**config.mk**
```make
export PLATFORM = sky130hd
export DESIGN_NAME = bounded_int_list_engine_unit
export DESIGN_NICKNAME = d
export VERILOG_FILES = /design/src/hdl/bile_pkg.sv /design/src/hdl/bounded_int_list_engine_unit.sv /design/src/hdl/bile_ram.sv
export VERILOG_INCLUDE_DIRS = /design/src /design/src/hdl
export SDC_FILE = /design/constraint.sdc
export NUM_CORES = 2
export LEC_CHECK = 0
export ABC_AREA = 1
export BUFFER_PORTS_ARGS = -buffer_cell sky130_fd_sc_hd__buf_2
export CORE_ASPECT_RATIO = 2
export CORE_MARGIN = 3
export CORE_UTILIZATION = 40
export DETAILED_ROUTE_END_ITERATION = 7
export PLACE_DENSITY_LB_ADDON = 0.3
export SYNTH_ARGS = -nofsm -noshare
export SYNTH_HDL_FRONTEND = slang
export SYNTH_SLANG_ARGS = --single-unit
```
**constraint.sdc**
```tcl
create_clock -name clock -period 11.7 [get_ports clock]
set_input_delay 0 -clock clock [delete_from_list [all_inputs] [get_ports clock]]
set_output_delay 0 -clock clock [all_outputs]
set_load 0.01 [all_outputs]
```
**src/hdl/bounded_int_list_engine_unit_assert.svh**
```systemverilog
// assertion macros for the bounded integer list engine
// no dependencies; included by the top level
`ifndef BOUNDED_INT_LIST_ENGINE_UNIT_ASSERT_SVH
`define BOUNDED_INT_LIST_ENGINE_UNIT_ASSERT_SVH
`ifndef SYNTHESIS
`define BILE_ASSERT(label, clk, rst, prop) \
   label: assert property (@(posedge clk) disable iff (rst) prop) \
      else $error("list engine check failed");
`define BILE_ASSERT_NEXT(label, clk, rst, cond, expr) \
   label: assert property (@(posedge clk) disable iff (rst) (cond) |=> (expr)) \
      else $error("list engine sequencing check failed");
`else
`define BILE_ASSERT(label, clk, rst, prop)
`define BILE_ASSERT_NEXT(label, clk, rst, cond, expr)
`endif
`endif

```
**src/hdl/bile_pkg.sv**
```systemverilog
// shared codes and field widths for the bounded integer list engine
// no dependencies
`default_nettype none
package bile_pkg;
   localparam int OPCODE_W = 3;
   localparam int STATUS_W = 2;
   localparam int ELEM_W   = 32;
   localparam int COUNT_W  = 7;

   localparam logic [OPCODE_W-1:0] OP_APPEND = 3'd0;
   localparam logic [OPCODE_W-1:0] OP_INSERT = 3'd1;
   localparam logic [OPCODE_W-1:0] OP_REMOVE = 3'd2;
   localparam logic [OPCODE_W-1:0] OP_POP    = 3'd3;
   localparam logic [OPCODE_W-1:0] OP_CLEAR  = 3'd4;
   localparam logic [OPCODE_W-1:0] OP_SORT   = 3'd5;
   localparam logic [OPCODE_W-1:0] OP_READ   = 3'd6;

   localparam logic [STATUS_W-1:0] ST_OK    = 2'd0;
   localparam logic [STATUS_W-1:0] ST_FULL  = 2'd1;
   localparam logic [STATUS_W-1:0] ST_EMPTY = 2'd2;
endpackage
`default_nettype wire

```
**src/hdl/bounded_int_list_engine_unit.sv**
```systemverilog
// Ordered list engine: entries live in a circular buffer in one ram (head pointer + count).
// Append, insert head, pop, clear, unused codes: one registered result in the cycle after the beat.
// Remove and read out: per entry, a ram read step, then a compare/emit step; read out gives one
// result per entry. Sort: entry i against every entry j, at most one ram access per step.
// Synchronous reset empties the list and idles the sequencer; ram contents are not cleared.
// Results cannot be stalled; start is taken only while busy is low.
`default_nettype none
`include "bounded_int_list_engine_unit_assert.svh"
module bounded_int_list_engine_unit #(
   parameter int DEPTH      = 64,
   parameter int DATA_WIDTH = 32
) (
   input  wire logic                              clock,
   input  wire logic                              reset,
   input  wire logic                              start,
   output logic                                   busy,
   input  wire logic [bile_pkg::OPCODE_W-1:0]     req_opcode,
   input  wire logic signed [bile_pkg::ELEM_W-1:0] req_operand_value,
   output logic                                   rsp_strobe,
   output logic [bile_pkg::STATUS_W-1:0]          rsp_status,
   output logic signed [bile_pkg::ELEM_W-1:0]     rsp_element_value,
   output logic [bile_pkg::COUNT_W-1:0]           rsp_entry_count,
   output logic                                   rsp_last
);
   import bile_pkg::*;

   localparam int PW = $clog2(DEPTH);
   localparam int CW = $clog2(DEPTH + 1);
   localparam logic [PW:0]   DEPTH_P = (PW+1)'(DEPTH);
   localparam logic [PW-1:0] LAST_P  = PW'(DEPTH - 1);
   localparam logic [CW-1:0] FULL_P  = CW'(DEPTH);

   localparam logic [3:0] S_IDLE  = 4'd0;
   localparam logic [3:0] S_RM_RD = 4'd1;
   localparam logic [3:0] S_RM_EX = 4'd2;
   localparam logic [3:0] S_RD_RD = 4'd3;
   localparam logic [3:0] S_RD_EX = 4'd4;
   localparam logic [3:0] S_SO_RI = 4'd5;
   localparam logic [3:0] S_SO_LI = 4'd6;
   localparam logic [3:0] S_SO_RJ = 4'd7;
   localparam logic [3:0] S_SO_EX = 4'd8;
   localparam logic [3:0] S_SO_WB = 4'd9;

   logic [3:0]            state_ff, state_in;
   logic [PW-1:0]         head_ff, head_in;
   logic [CW-1:0]         count_ff, count_in;
   logic [CW-1:0]         i_ff, i_in;
   logic [CW-1:0]         j_ff, j_in;
   logic [CW-1:0]         w_ff, w_in;
   logic [DATA_WIDTH-1:0] val_ff, val_in;
   logic [DATA_WIDTH-1:0] ei_ff, ei_in;
   logic                  valid_ff, valid_in;
   logic [STATUS_W-1:0]   status_ff, status_in;
   logic [DATA_WIDTH-1:0] elem_ff, elem_in;
   logic                  last_ff, last_in;

   logic                  wr_en;
   logic [PW-1:0]         wr_addr;
   logic [DATA_WIDTH-1:0] wr_data;
   logic [PW-1:0]         rd_addr;
   logic [DATA_WIDTH-1:0] rd_data;
   logic                  accept;
   logic signed [63:0]    op_ext;
   logic signed [63:0]    elem_ext;
   logic [63:0]           count_ext;
   logic [PW-1:0]         head_dec;
   logic [PW-1:0]         head_inc;
   logic                  full_beat;
   logic                  walk_cmd;

   // logical list position to ram address
   function automatic logic [PW-1:0] phys(input logic [PW-1:0] base, input logic [PW-1:0] idx);
      logic [PW:0] s;
      s = {1'b0, base} + {1'b0, idx};
      if (s >= DEPTH_P) begin
         s = s - DEPTH_P;
      end
      return s[PW-1:0];
   endfunction

   bile_ram #(.WIDTH(DATA_WIDTH), .DEPTH(DEPTH)) u_ram (
      .clock   (clock),
      .wr_en   (wr_en),
      .wr_addr (wr_addr),
      .wr_data (wr_data),
      .rd_addr (rd_addr),
      .rd_data (rd_data)
   );

   assign accept   = start && !busy;
   assign busy     = (state_ff != S_IDLE);
   assign op_ext   = 64'(req_operand_value);
   assign head_dec = (head_ff == '0) ? LAST_P : head_ff - PW'(1);
   assign head_inc = (head_ff == LAST_P) ? '0 : head_ff + PW'(1);

   // command sequencer
   always_comb begin
      state_in  = state_ff;
      head_in   = head_ff;
      count_in  = count_ff;
      i_in      = i_ff;
      j_in      = j_ff;
      w_in      = w_ff;
      val_in    = val_ff;
      ei_in     = ei_ff;
      valid_in  = 1'b0;
      status_in = ST_OK;
      elem_in   = '0;
      last_in   = 1'b1;
      wr_en     = 1'b0;
      wr_addr   = '0;
      wr_data   = '0;
      rd_addr   = '0;
      case (state_ff)
         S_IDLE: begin
            if (accept) begin
               val_in = op_ext[DATA_WIDTH-1:0];
               i_in   = '0;
               w_in   = '0;
               case (req_opcode)
                  OP_APPEND: begin
                     valid_in = 1'b1;
                     if (count_ff == FULL_P) begin
                        status_in = ST_FULL;
                     end else begin
                        wr_en    = 1'b1;
                        wr_addr  = phys(head_ff, count_ff[PW-1:0]);
                        wr_data  = op_ext[DATA_WIDTH-1:0];
                        count_in = count_ff + CW'(1);
                     end
                  end
                  OP_INSERT: begin
                     valid_in = 1'b1;
                     if (count_ff == FULL_P) begin
                        status_in = ST_FULL;
                     end else begin
                        wr_en    = 1'b1;
                        wr_addr  = head_dec;
                        wr_data  = op_ext[DATA_WIDTH-1:0];
                        head_in  = head_dec;
                        count_in = count_ff + CW'(1);
                     end
                  end
                  OP_REMOVE: state_in = S_RM_RD;
                  OP_POP: begin
                     valid_in = 1'b1;
                     if (count_ff != '0) begin
                        head_in  = head_inc;
                        count_in = count_ff - CW'(1);
                     end
                  end
                  OP_CLEAR: begin
                     valid_in = 1'b1;
                     count_in = '0;
                  end
                  OP_SORT: state_in = S_SO_RI;
                  OP_READ: begin
                     if (count_ff == '0) begin
                        valid_in  = 1'b1;
                        status_in = ST_EMPTY;
                     end else begin
                        state_in = S_RD_RD;
                     end
                  end
                  default: valid_in = 1'b1;
               endcase
            end
         end
         // remove: compact kept entries toward the head
         S_RM_RD: begin
            if (i_ff == count_ff) begin
               count_in = w_ff;
               valid_in = 1'b1;
               state_in = S_IDLE;
            end else begin
               rd_addr  = phys(head_ff, i_ff[PW-1:0]);
               state_in = S_RM_EX;
            end
         end
         S_RM_EX: begin
            if (rd_data != val_ff) begin
               wr_en   = 1'b1;
               wr_addr = phys(head_ff, w_ff[PW-1:0]);
               wr_data = rd_data;
               w_in    = w_ff + CW'(1);
            end
            i_in     = i_ff + CW'(1);
            state_in = S_RM_RD;
         end
         // read out: one beat per entry
         S_RD_RD: begin
            rd_addr  = phys(head_ff, i_ff[PW-1:0]);
            state_in = S_RD_EX;
         end
         S_RD_EX: begin
            valid_in = 1'b1;
            elem_in  = rd_data;
            last_in  = ((i_ff + CW'(1)) == count_ff);
            i_in     = i_ff + CW'(1);
            state_in = last_in ? S_IDLE : S_RD_RD;
         end
         // exchange sort: entry i held in ei while j sweeps the list
         S_SO_RI: begin
            if (i_ff == count_ff) begin
               valid_in = 1'b1;
               state_in = S_IDLE;
            end else begin
               rd_addr  = phys(head_ff, i_ff[PW-1:0]);
               state_in = S_SO_LI;
            end
         end
         S_SO_LI: begin
            ei_in    = rd_data;
            j_in     = '0;
            state_in = S_SO_RJ;
         end
         S_SO_RJ: begin
            if (j_ff == count_ff) begin
               state_in = S_SO_WB;
            end else if (j_ff == i_ff) begin
               j_in = j_ff + CW'(1);
            end else begin
               rd_addr  = phys(head_ff, j_ff[PW-1:0]);
               state_in = S_SO_EX;
            end
         end
         S_SO_EX: begin
            if ($signed(rd_data) > $signed(ei_ff)) begin
               wr_en   = 1'b1;
               wr_addr = phys(head_ff, j_ff[PW-1:0]);
               wr_data = ei_ff;
               ei_in   = rd_data;
            end
            j_in     = j_ff + CW'(1);
            state_in = S_SO_RJ;
         end
         S_SO_WB: begin
            wr_en    = 1'b1;
            wr_addr  = phys(head_ff, i_ff[PW-1:0]);
            wr_data  = ei_ff;
            i_in     = i_ff + CW'(1);
            state_in = S_SO_RI;
         end
         default: state_in = S_IDLE;
      endcase
   end

   // control and result registers
   always_ff @(posedge clock) begin
      if (reset) begin
         state_ff <= S_IDLE;
         head_ff  <= '0;
         count_ff <= '0;
         valid_ff <= 1'b0;
      end else begin
         state_ff <= state_in;
         head_ff  <= head_in;
         count_ff <= count_in;
         valid_ff <= valid_in;
      end
      i_ff      <= i_in;
      j_ff      <= j_in;
      w_ff      <= w_in;
      val_ff    <= val_in;
      ei_ff     <= ei_in;
      status_ff <= status_in;
      elem_ff   <= elem_in;
      last_ff   <= last_in;
   end

   // result ports
   assign elem_ext          = 64'($signed(elem_ff));
   assign count_ext         = 64'(count_ff);
   assign rsp_strobe        = valid_ff;
   assign rsp_status        = status_ff;
   assign rsp_element_value = elem_ext[ELEM_W-1:0];
   assign rsp_entry_count   = count_ext[COUNT_W-1:0];
   assign rsp_last          = last_ff;

   // terms for the checks
   assign full_beat = rsp_strobe && (rsp_status == ST_FULL);
   assign walk_cmd  = accept && (req_opcode == OP_REMOVE || req_opcode == OP_SORT ||
                                 (req_opcode == OP_READ && count_ff != '0));

   // checks
   `BILE_ASSERT(a_count_bound, clock, reset, count_ff <= FULL_P)
   `BILE_ASSERT(a_mid_beat_busy, clock, reset, (rsp_strobe && !rsp_last) |-> busy)
   `BILE_ASSERT(a_full_only_full, clock, reset, full_beat |-> (count_ff == FULL_P))
   `BILE_ASSERT_NEXT(a_walk_busy, clock, reset, walk_cmd, busy)
endmodule
`default_nettype wire

```
**src/hdl/bile_ram.sv**
```systemverilog
// generic single write, single read ram with registered read data
// no dependencies
`default_nettype none
module bile_ram #(
   parameter int WIDTH = 32,
   parameter int DEPTH = 64
) (
   input  wire logic                     clock,
   input  wire logic                     wr_en,
   input  wire logic [$clog2(DEPTH)-1:0] wr_addr,
   input  wire logic [WIDTH-1:0]         wr_data,
   input  wire logic [$clog2(DEPTH)-1:0] rd_addr,
   output logic      [WIDTH-1:0]         rd_data
);
   logic [WIDTH-1:0] mem_ff [DEPTH];
   logic [WIDTH-1:0] rd_data_ff;

   // write port and registered read port
   always_ff @(posedge clock) begin
      if (wr_en) begin
         mem_ff[wr_addr] <= wr_data;
      end
      rd_data_ff <= mem_ff[rd_addr];
   end

   assign rd_data = rd_data_ff;
endmodule
`default_nettype wire

```
==> metrics.md <==
| Metric | Value |
|---|---|
| Final Cycle Share | `51.5%` |
| Sw frac | `24.6%` |
| Post-Syn Instances | `9092` |
| Status | `finished clean` |
| Die width | `358 µm` |
| Largest net degree at the start of global routing | `190` |
| PwrDens | `153 mW/mm²` |
| Clock Tree Root | `clkbuf_16` |
| Grt ovf | `0` |
| CP Max Fanout | `179` |
| CTS Buf Count | `189` |
| CTS-repair resized insts | `0` |
| Layout cells sized above 1 | `6.40%` |
| Count leader, synth | `edfxtp_1` |
| Required time of the critical path | `12.47 ns` |
| Clock period minus worst slack | `6.03 ns` |
| Highest routed layer | `met5` |
| Post-synth top cells | `2133 x edfxtp_1, 2075 x nand3_1, 1518 x nand2_1, 1413 x inv_1, 768 x nand3b_1` |
| R2R Path Start | `i_ff[4]$_SDFFCE_PN0P_` |
| R2r worst-path depth | `19` |
| DRC | `0` |
| Drt total wl | `300 mm` |
| GP Congestion | `0.937` |
| Syn nets | `9198` |
| Row count | `257` |
| DIE AREA | `0.254 mm²` |
| Height of the die | `710 µm` |
| Max Cap Viol | `0` |
| Crit path from | `i_ff[4]$_SDFFCE_PN0P_` |
| I/O pin cnt | `82` |
| TNS Setup | `0 ns` |
| H-tree depth | `4` |
| Clock Power Share | `37.6%` |
| Synth Register Bits | `2218` |
| M1 wire length | `105 mm` |
| Syn. warnings | `0` |
| First-pass GRT wire length | `440 mm` |
| Reg2reg end | `u_ram.rd_data[15]$_DFF_P_` |
| Fraction of registers with async set/reset | `0%` |
| Placed cells | `12.0k` |
| Via count | `67.8k` |
| CP Capture Type | `flop` |
| Total track usage | `23.2%` |
| CTS tree | `yes` |
| IO Port Bufs | `81` |
| Fmax | `0.166 GHz` |
| Critical path class | `reg -> reg` |
| Met2 routed WL | `156 mm` |
| Area of the mapped netlist | `0.0992 mm²` |
| CP Launch Type | `flop` |
| HP Class | `in -> reg` |
| DR pass1 iterations | `8` |
| Clk sinks | `2218` |
| WL per Instance | `24.2 µm` |
| Final cell count without fillers | `12.4k` |
| Worst hold slack | `0.138 ns` |
| Top-area cell type share of the netlist area | `64.6%` |
| Sequential share of power | `53.6%` |
| Area grow syn2layout | `10.4%` |
| Worst-Skew Late Latency | `0.90 ns` |
| Clock buffer depth | `4` |
| Initial DRC count | `6995` |
| Initial antenna violation count | `8` |
| Pins Over Slew Limit | `0` |
| Number of enable flip-flop cells after synthesis | `2133` |
| VDD IR max | `0.000134 V` |
| DP Wirelength | `172 mm` |
| Detail-routed via count per cell | `5.47` |
| Hold path depth | `3` |
| Least-Margin Pin Slew | `1.40 ns` |
| Flop-to-flop setup slack | `5.67 ns` |
| WP data arrival | `6.80 ns` |
| Distinct cells, synth | `44` |
| Core Box Area | `0.246 mm²` |
| Vias in the first global route | `67.0k` |
| RSZ-0062 raised after global routing | `no` |
| Logic pwr share | `8.8%` |
| Psw | `4120 µW` |
| Detail Route met3 WL | `18.3 mm` |
| Final Hold Vio Count | `0` |
| Internal Power | `12600 µW` |
| Overall Power | `16700 µW` |
| Syn Area/Cell | `10.9 µm²` |
| Crit path capture | `u_ram.rd_data[15]$_DFF_P_` |
| Most used DFF post-synth | `edfxtp_1` |
| Lkg Pwr | `0.0421 µW` |
| Skew final | `0.0614 ns` |
| Most area-hungry cell type in the Yosys netlist | `edfxtp_1` |
| # setup viols final | `0` |
| Clock transition at the registers of the reported paths | `0.07 ns` |
| Top cells by area, synth | `edfxtp_1 65%, nand3_1 10%, nand3b_1 5.8%, nand2_1 5.7%, inv_1 5.3%` |
| Routed Antenna Nets | `0` |
| Worst slew margin | `6.41%` |
| Initial Util | `40.4%` |
| Layout Nets | `9137` |
| Share of the yosys chip area belonging to registers | `66.3%` |
power by group through the flow:
| stage | logic [µW] | clock network (µW) | registers [µW] |
|---|---|---|---|
| floorplan | 897 | 0 | 9050 |
| global placement | 1420 | 0 | 9140 |
| detailed placement | 1440 | 0 | 9150 |
| CTS | 1460 | 6390 | 8970 |
| global route | 1590 | 6670 | 8980 |
| finish | 1470 | 6300 | 8970 |
critical path, stage by stage, from the launching register on:
cell and delay (ns):
edfxtp_1 0.44, inv_1 0.14, nand2_1 0.07, nand2_1 0.09
nand2_1 0.10, nor2_1 0.19, nand2_2 0.14, nand2_2 0.10
nand2_2 0.14, nand2_8 0.47, buf_12 0.58, buf_12 0.52
buf_4 0.95, nand3b_1 0.16, nand3_1 0.14, nand3_1 0.09
nand3_1 0.22, nand3_1 0.21, nand3_1 0.33, nand2_1 0.10
registers in the layout, summed over array words and instances (netlist names), 4 cells and up:
register	flops
state_ff	4
u_ram.mem_ff	2048
i_ff	7
ei_ff	32
rsp_entry_count	7
val_ff	32
head_ff	6
j_ff	7
rsp_element_value	32
w_ff	7
u_ram.rd_data	32
cell families (layout without fill, tap and decap cells):
kind of cell | after synthesis | in the layout | share of synthesized area, %
other cells | 0 | 2 | 0
simple gates | 4604 | 4604 | 23.1
xor+xnor | 65 | 65 | 0.574
flops | 2218 | 2218 | 66.3
fa+ha+maj | 68 | 68 | 0.896
compound gates | 164 | 164 | 0.969
buf+inv | 1973 | 2048 | 8.13
worst min-delay path by stage:
stage                          start                      end  slack (ns)
2_1_floorplan   req_operand_value[0]      val_ff[0]$_DFFE_PP_         0.1
3_3_place_gp   req_operand_value[18]     val_ff[18]$_DFFE_PP_        0.20
3_5_place_dp   req_operand_value[13]     val_ff[13]$_DFFE_PP_        0.20
4_1_cts                        reset  head_ff[2]$_SDFFE_PP0P_        0.14
5_1_grt                        reset  head_ff[2]$_SDFFE_PP0P_        0.15
6_report                       reset  head_ff[2]$_SDFFE_PP0P_        0.14
layout make-up:
class / instances / area [µm²]
clock buffer: 247 / 5170
tap: 3237 / 4050
inverter: 1422 / 5370
fill: 22400 / 136000
multi-input combinational: 4901 / 26000
timing repair buffer: 299 / 2380
clock inverter: 80 / 779
antenna: 2 / 5.00
sequential: 2218 / 65800
layer usage:
| layer | vias up | global-route usage, % |
|---|---|---|
| met3 | 781 | 2.92 |
| met1 | 33500 | 25.6 |
| li1 | 30800 | - |
| met2 | 2777 | 41.7 |
| met5 | - | 0 |
| met4 | 4 | 14.7 |
cells in the final DEF (no fill, tap or decap), drive strengths merged, types with 2 or more instances in the layout:
cell type | Yosys | layout
edfxtp | 2133 | 2133
nand3 | 2075 | 2075
nand2 | 1524 | 1524
inv | 1420 | 1429
nand3b | 768 | 768
clkbuf | 80 | 247
buf | 471 | 223
nor2 | 182 | 182
dfxtp | 85 | 85
dlygate4sd3 | 0 | 76
a21oi | 64 | 64
ha | 63 | 63
clkinv | 2 | 53
o21ai | 42 | 42
xnor2 | 41 | 41
o211ai | 28 | 28
xor2 | 24 | 24
nor3 | 19 | 19
nand4 | 18 | 18
bufinv | 0 | 14
a22oi | 11 | 11
or2 | 9 | 9
a31oi | 6 | 6
nor4 | 6 | 6
o22ai | 6 | 6
clkinvlp | 0 | 6
fa | 5 | 5
nor3b | 3 | 3
diode | 0 | 2
o221ai | 2 | 2
what timing repair did:
item	CTS	global route
hold buffers	76	0
setup buffers	0	0
endpoints found under the hold margin	327	0
per-stage QoR:
stage | cell area, µm² | worst slack [ns] | utilization, %
2_1_floorplan | 99200 | 7.06 | -
5_1_grt | 110000 | 5.61 | 44.6
3_3_place_gp | 103000 | 5.97 | 41.8
4_1_cts | 110000 | 5.97 | 44.6
3_5_place_dp | 103000 | 5.90 | 41.8
6_report | 110000 | 5.67 | 44.6
No activity file was read; power rests on OpenSTA's default activity.
